$ cat src/hdl/hds_pkg.sv
`timescale 1ns / 1ps
package hds_pkg;

  localparam int unsigned HdrWords = 18;

  typedef logic [31:0] word_t;

  typedef struct packed {
    logic        cmd;
    logic [4:0]  word_index;
    logic [31:0] word_data;
    logic [31:0] nonce;
    logic [31:0] hdr_version;
  } in_item_t;

  typedef struct packed {
    logic [63:0] hash_part;
    logic [1:0]  part_index;
    logic        is_last;
    logic [63:0] share_difficulty;
  } out_item_t;

  function automatic word_t round_k(input logic [5:0] i);
    word_t k;
    unique case (i)
      6'd0: k = 32'h428a2f98; 6'd1: k = 32'h71374491; 6'd2: k = 32'hb5c0fbcf;
      6'd3: k = 32'he9b5dba5; 6'd4: k = 32'h3956c25b; 6'd5: k = 32'h59f111f1;
      6'd6: k = 32'h923f82a4; 6'd7: k = 32'hab1c5ed5; 6'd8: k = 32'hd807aa98;
      6'd9: k = 32'h12835b01; 6'd10: k = 32'h243185be; 6'd11: k = 32'h550c7dc3;
      6'd12: k = 32'h72be5d74; 6'd13: k = 32'h80deb1fe; 6'd14: k = 32'h9bdc06a7;
      6'd15: k = 32'hc19bf174; 6'd16: k = 32'he49b69c1; 6'd17: k = 32'hefbe4786;
      6'd18: k = 32'h0fc19dc6; 6'd19: k = 32'h240ca1cc; 6'd20: k = 32'h2de92c6f;
      6'd21: k = 32'h4a7484aa; 6'd22: k = 32'h5cb0a9dc; 6'd23: k = 32'h76f988da;
      6'd24: k = 32'h983e5152; 6'd25: k = 32'ha831c66d; 6'd26: k = 32'hb00327c8;
      6'd27: k = 32'hbf597fc7; 6'd28: k = 32'hc6e00bf3; 6'd29: k = 32'hd5a79147;
      6'd30: k = 32'h06ca6351; 6'd31: k = 32'h14292967; 6'd32: k = 32'h27b70a85;
      6'd33: k = 32'h2e1b2138; 6'd34: k = 32'h4d2c6dfc; 6'd35: k = 32'h53380d13;
      6'd36: k = 32'h650a7354; 6'd37: k = 32'h766a0abb; 6'd38: k = 32'h81c2c92e;
      6'd39: k = 32'h92722c85; 6'd40: k = 32'ha2bfe8a1; 6'd41: k = 32'ha81a664b;
      6'd42: k = 32'hc24b8b70; 6'd43: k = 32'hc76c51a3; 6'd44: k = 32'hd192e819;
      6'd45: k = 32'hd6990624; 6'd46: k = 32'hf40e3585; 6'd47: k = 32'h106aa070;
      6'd48: k = 32'h19a4c116; 6'd49: k = 32'h1e376c08; 6'd50: k = 32'h2748774c;
      6'd51: k = 32'h34b0bcb5; 6'd52: k = 32'h391c0cb3; 6'd53: k = 32'h4ed8aa4a;
      6'd54: k = 32'h5b9cca4f; 6'd55: k = 32'h682e6ff3; 6'd56: k = 32'h748f82ee;
      6'd57: k = 32'h78a5636f; 6'd58: k = 32'h84c87814; 6'd59: k = 32'h8cc70208;
      6'd60: k = 32'h90befffa; 6'd61: k = 32'ha4506ceb; 6'd62: k = 32'hbef9a3f7;
      default: k = 32'hc67178f2;
    endcase
    return k;
  endfunction

  localparam logic [255:0] Iv = {32'h6a09e667, 32'hbb67ae85, 32'h3c6ef372, 32'ha54ff53a,
                                 32'h510e527f, 32'h9b05688c, 32'h1f83d9ab, 32'h5be0cd19};

  function automatic word_t bswap(input word_t x);
    return {x[7:0], x[15:8], x[23:16], x[31:24]};
  endfunction

endpackage

$ cat src/hdl/hds_sha_core.sv
`timescale 1ns / 1ps
module hds_sha_core (
  input  logic          clk,
  input  logic          rst,
  input  logic          start,
  input  logic [255:0]  state_in,
  input  logic [511:0]  block,
  output logic          done,
  output logic [255:0]  state_out
);
  logic [31:0] a, b, c, d, e, f, g, h;
  logic [31:0] w [16];
  logic [5:0]  rnd;
  logic        busy;
  logic        fin;
  logic [31:0] s0, s1, ws0, ws1, t1, t2, wnew;
  logic [255:0] work;

  always_comb begin
    s1 = {e[5:0], e[31:6]} ^ {e[10:0], e[31:11]} ^ {e[24:0], e[31:25]};
    s0 = {a[1:0], a[31:2]} ^ {a[12:0], a[31:13]} ^ {a[21:0], a[31:22]};
    t1 = h + s1 + ((e & f) ^ (~e & g)) + hds_pkg::round_k(rnd) + w[0];
    t2 = s0 + ((a & b) ^ (a & c) ^ (b & c));
    ws0 = {w[1][6:0], w[1][31:7]} ^ {w[1][17:0], w[1][31:18]} ^ (w[1] >> 3);
    ws1 = {w[14][16:0], w[14][31:17]} ^ {w[14][18:0], w[14][31:19]} ^ (w[14] >> 10);
    wnew = w[0] + ws0 + w[9] + ws1;
  end

  always_ff @(posedge clk) begin
    if (rst) begin
      busy <= 1'b0;
      fin  <= 1'b0;
      rnd  <= '0;
    end else begin
      fin <= 1'b0;
      if (start) begin
        busy <= 1'b1;
        rnd  <= '0;
      end else if (busy) begin
        rnd <= rnd + 6'd1;
        if (rnd == 6'd63) begin
          busy <= 1'b0;
          fin  <= 1'b1;
        end
      end
    end
  end

  always_ff @(posedge clk) begin
    if (start) begin
      {a, b, c, d, e, f, g, h} <= state_in;
      for (int i = 0; i < 16; i++) w[i] <= block[511-32*i -: 32];
    end else if (busy) begin
      h <= g; g <= f; f <= e; e <= d + t1;
      d <= c; c <= b; b <= a; a <= t1 + t2;
      for (int i = 0; i < 15; i++) w[i] <= w[i+1];
      w[15] <= wnew;
    end
  end

  assign work = {a, b, c, d, e, f, g, h};

  always_comb begin
    for (int i = 0; i < 8; i++) begin
      state_out[255-32*i -: 32] = state_in[255-32*i -: 32] + work[255-32*i -: 32];
    end
  end
  assign done = fin;
endmodule

$ cat config.mk
export PLATFORM = sky130hd
export DESIGN_NAME = hds_sha_core
export DESIGN_NICKNAME = d
export VERILOG_FILES = /design/src/hdl/hds_pkg.sv /design/src/hdl/hds_sha_core.sv
export SDC_FILE = /design/constraint.sdc
export NUM_CORES = 2
export LEC_CHECK = 0
export BUFFER_PORTS_ARGS = -buffer_cell sky130_fd_sc_hd__buf_4
export CAP_MARGIN = 10
export CORE_AREA = 2 2 396 398
export DETAILED_ROUTE_END_ITERATION = 8
export DIE_AREA = 0 0 398 400
export GPL_ROUTABILITY_DRIVEN = 0
export GPL_TIMING_DRIVEN = 1
export SLEW_MARGIN = 10
export SYNTH_ARGS = -nofsm -noshare
export SYNTH_HDL_FRONTEND = slang
export SYNTH_SLANG_ARGS = --single-unit
$ cat constraint.sdc
create_clock -name clk -period 15 [get_ports clk]
set_input_delay 0.75 -clock clk [delete_from_list [all_inputs] [get_ports clk]]
set_output_delay 0.75 -clock clk [all_outputs]
set_load 0.005 [all_outputs]
==> impl_metrics.env <==
export IMPL_endpoint_kind="flip-flop"
export IMPL_dp_hpwl_microns=209000
export IMPL_reg2regPathDepth=30
export IMPL_status="finished clean"
export IMPL_finalMaxSlewViolations=0
export IMPL_ys_ff_latch=808
export IMPL_top_layer="met5"
export IMPL_hold_violations=0
export IMPL_syn_area_sq_um=60800
export IMPL_layout_commonest_cell="buf_4"
export IMPL_ys_flop_type="edfxtp_1"
export IMPL_cts_repair_resized=0
export IMPL_most_common_layout_cells="1047 x buf_4, 768 x edfxtp_1, 700 x mux2_2, 443 x xnor2_1, 390 x ha_1"
export IMPL_core_area_sq_um=155000
export IMPL_grt_overflow_total=0
export IMPL_hold_path_depth=2
export IMPL_wl_microns=255000
export IMPL_post_synth_top_area_cell="edfxtp_1"
export IMPL_period_needed_ns=8.04
export IMPL_syn_area_per_cell_sq_um=11.1
export IMPL_placementRows=145
export IMPL_yosysTopAreaCellShare_pct=37.9
export IMPL_route_met2_wl_microns=122000
export IMPL_num_nets_final=7801
export IMPL_grt_pass1_wl_microns=350000
export IMPL_finalCritPeriodShare_pct=53.6
export IMPL_numCtsBuffers=98
export IMPL_cts_tree="built"
export IMPL_path_class="reg -> reg"
export IMPL_hold_path_class="in -> reg"
export IMPL_fillers=14300
export IMPL_synth_area_leaders="edfxtp_1 38%, mux2_2 13%, ha_1 8.0%, fa_1 6.4%, xnor2_1 6.4%"
export IMPL_synthesis_nets=6860
export IMPL_tightest_slew_ns=1.24
export IMPL_drt_iter0_drc=5899
export IMPL_drv_cap=0
export IMPL_synth_edff_count=768
export IMPL_synthArstFlopShare_pct=0
export IMPL_arrival_ns=8.47
export IMPL_wl_met1_microns=96000
export IMPL_post_cts_buffers=0
export IMPL_synth_cell_types=83
export IMPL_ant_nets=0
export IMPL_dieWidth_microns=398
export IMPL_grtUsageTotal_pct=30.8
export IMPL_start_util_pct=39.2
export IMPL_cts_sinks=808
export IMPL_port_buffer_count=1027
export IMPL_timing_critical_path_fanout_max=6
export IMPL_wl_met3_microns=24600
export IMPL_root_buffer="clkbuf_16"
export IMPL_max_slew_margin_pct=17.2
export IMPL_setup_tns_ns=0
export IMPL_dieArea_sq_um=159000
export IMPL_h_tree_depth=3
export IMPL_cts_hold_buf=0
export IMPL_die_y_microns=400
export IMPL_syn_instance_count=5504
export IMPL_antenna_found_initial=65
export IMPL_grt_pass1_vias=47700
export IMPL_cts_clk_slew_worst_paths_ns=0.06
export IMPL_grt_start_max_net_pins=194
export IMPL_route_vias_total=49600
export IMPL_first_pass_iters=7
export IMPL_wl_per_cell_microns=29.5
export IMPL_clockBufferDepth=3
export IMPL_start_kind="flip-flop"
export IMPL_max_freq_mhz=124
export IMPL_rsz0062_at_grt="false"
export IMPL_ys_seq_area_share_pct=39.2
export IMPL_clock_skew_ns=0.0689
export IMPL_layout_drive_gt1_share_pct=29.9
export IMPL_drc=0
export IMPL_crit_path_top_delay_cell="edfxtp_1"
export IMPL_io_pins=1028
export IMPL_hold_slack_ns=0.162
export IMPL_ys_warn_count=0
export IMPL_worstSkewPairLatency_ns=0.78
export IMPL_cpPeakStageDelay_ns=0.56
export IMPL_synthToLayoutAreaGrowth_pct=21.9
export IMPL_vias_per_cell=5.75
export IMPL_setup_viol=0
export IMPL_required_ns=15.43
## worst paths after layout
path	start	to	slack (ns)
max reg2reg	e[26]$_DFFE_PP_	a[30]$_DFFE_PP_	6.96
min reg2reg	w[1][116]$_DFFE_PP_	w[1][84]$_DFFE_PP_	0.52
min	rst	busy$_SDFF_PP0_	0.16
max	e[26]$_DFFE_PP_	a[30]$_DFFE_PP_	6.96
## cells in the mapped netlist (all sizes together) (73+ instances only)
library cell	number
edfxtp	768
nor3	87
xnor2	443
fa	195
clkbuf	195
inv	355
ha	390
mux2	700
a21oi	316
nand2	292
nand3	79
o21ai	326
a21o	189
xor2	150
o21a	73
nor2	249
## critical path, delay by kind of cell (launching register included)
| kind | cells | cell delay, ns |
|---|---|---|
| xor gates and xnor gates | 4 | 1.13 |
| AOI/OAI and AO/OA | 8 | 1.83 |
| DFF | 1 | 0.56 |
| buffers and inverters | 5 | 0.37 |
| and+or+nand+nor | 6 | 0.98 |
| adders and majority gates | 7 | 2.86 |
## layout make-up
| cell class | count | area (sq um) | area share, % |
|---|---|---|---|
| diodes | 39 | 97.6 | 0.132 |
| clock buffers | 117 | 2540 | 3.43 |
| clock inverters | 68 | 951 | 1.28 |
| inverters | 356 | 1340 | 1.80 |
| multi-input cells | 4129 | 34800 | 47.0 |
| flip-flops and latches | 808 | 23900 | 32.2 |
| well taps | 2058 | 2570 | 3.47 |
| repair buffers | 1052 | 7960 | 10.7 |
## registers in the layout (all words and copies together), names as in the netlist, named ones only
name / count
busy: 1
c: 32
e: 32
w: 512
rnd: 6
done: 1
d: 32
g: 32
h: 32
a: 32
f: 32
b: 32
## layer usage
metal / vias to the layer above / global-route usage, %
met5: - / 0
met4: 42 / 13.1
met3: 569 / 8.51
met2: 2628 / 51.5
met1: 24200 / 37.2
li1: 22100 / -
## metrics by stage
stage                     utilization [%]  cells  worst slack [ns]  instance area (sq um)
after floorplan                         -   5504              3.48                  60800
after global placement               45.5   8403              7.28                  70600
after detailed placement             45.5   8403              7.15                  70600
after CTS                            47.7   8588              7.09                  74100
after global routing                 47.8   8614              6.47                  74100
final                                47.8   8627              6.96                  74200
## logic make-up (layout without fill, tap and decap cells)
kind of cell / count (synthesis) / in the layout / synth area share [%]
adder cells (fa/ha/maj): 588 / 588 / 14.5
multiplexers: 712 / 712 / 13.2
flip-flops: 808 / 808 / 39.2
buffers and inverters: 567 / 1593 / 3.51
other: 0 / 39 / 0
AO/OA/AOI/OAI: 1299 / 1299 / 13.9
XOR/XNOR: 595 / 595 / 8.61
AND/OR/NAND/NOR: 935 / 935 / 7.12
Power is left out: the tool's default activity adds up to more than one toggle a clock period on the data nets, which glitch-free logic cannot reach.
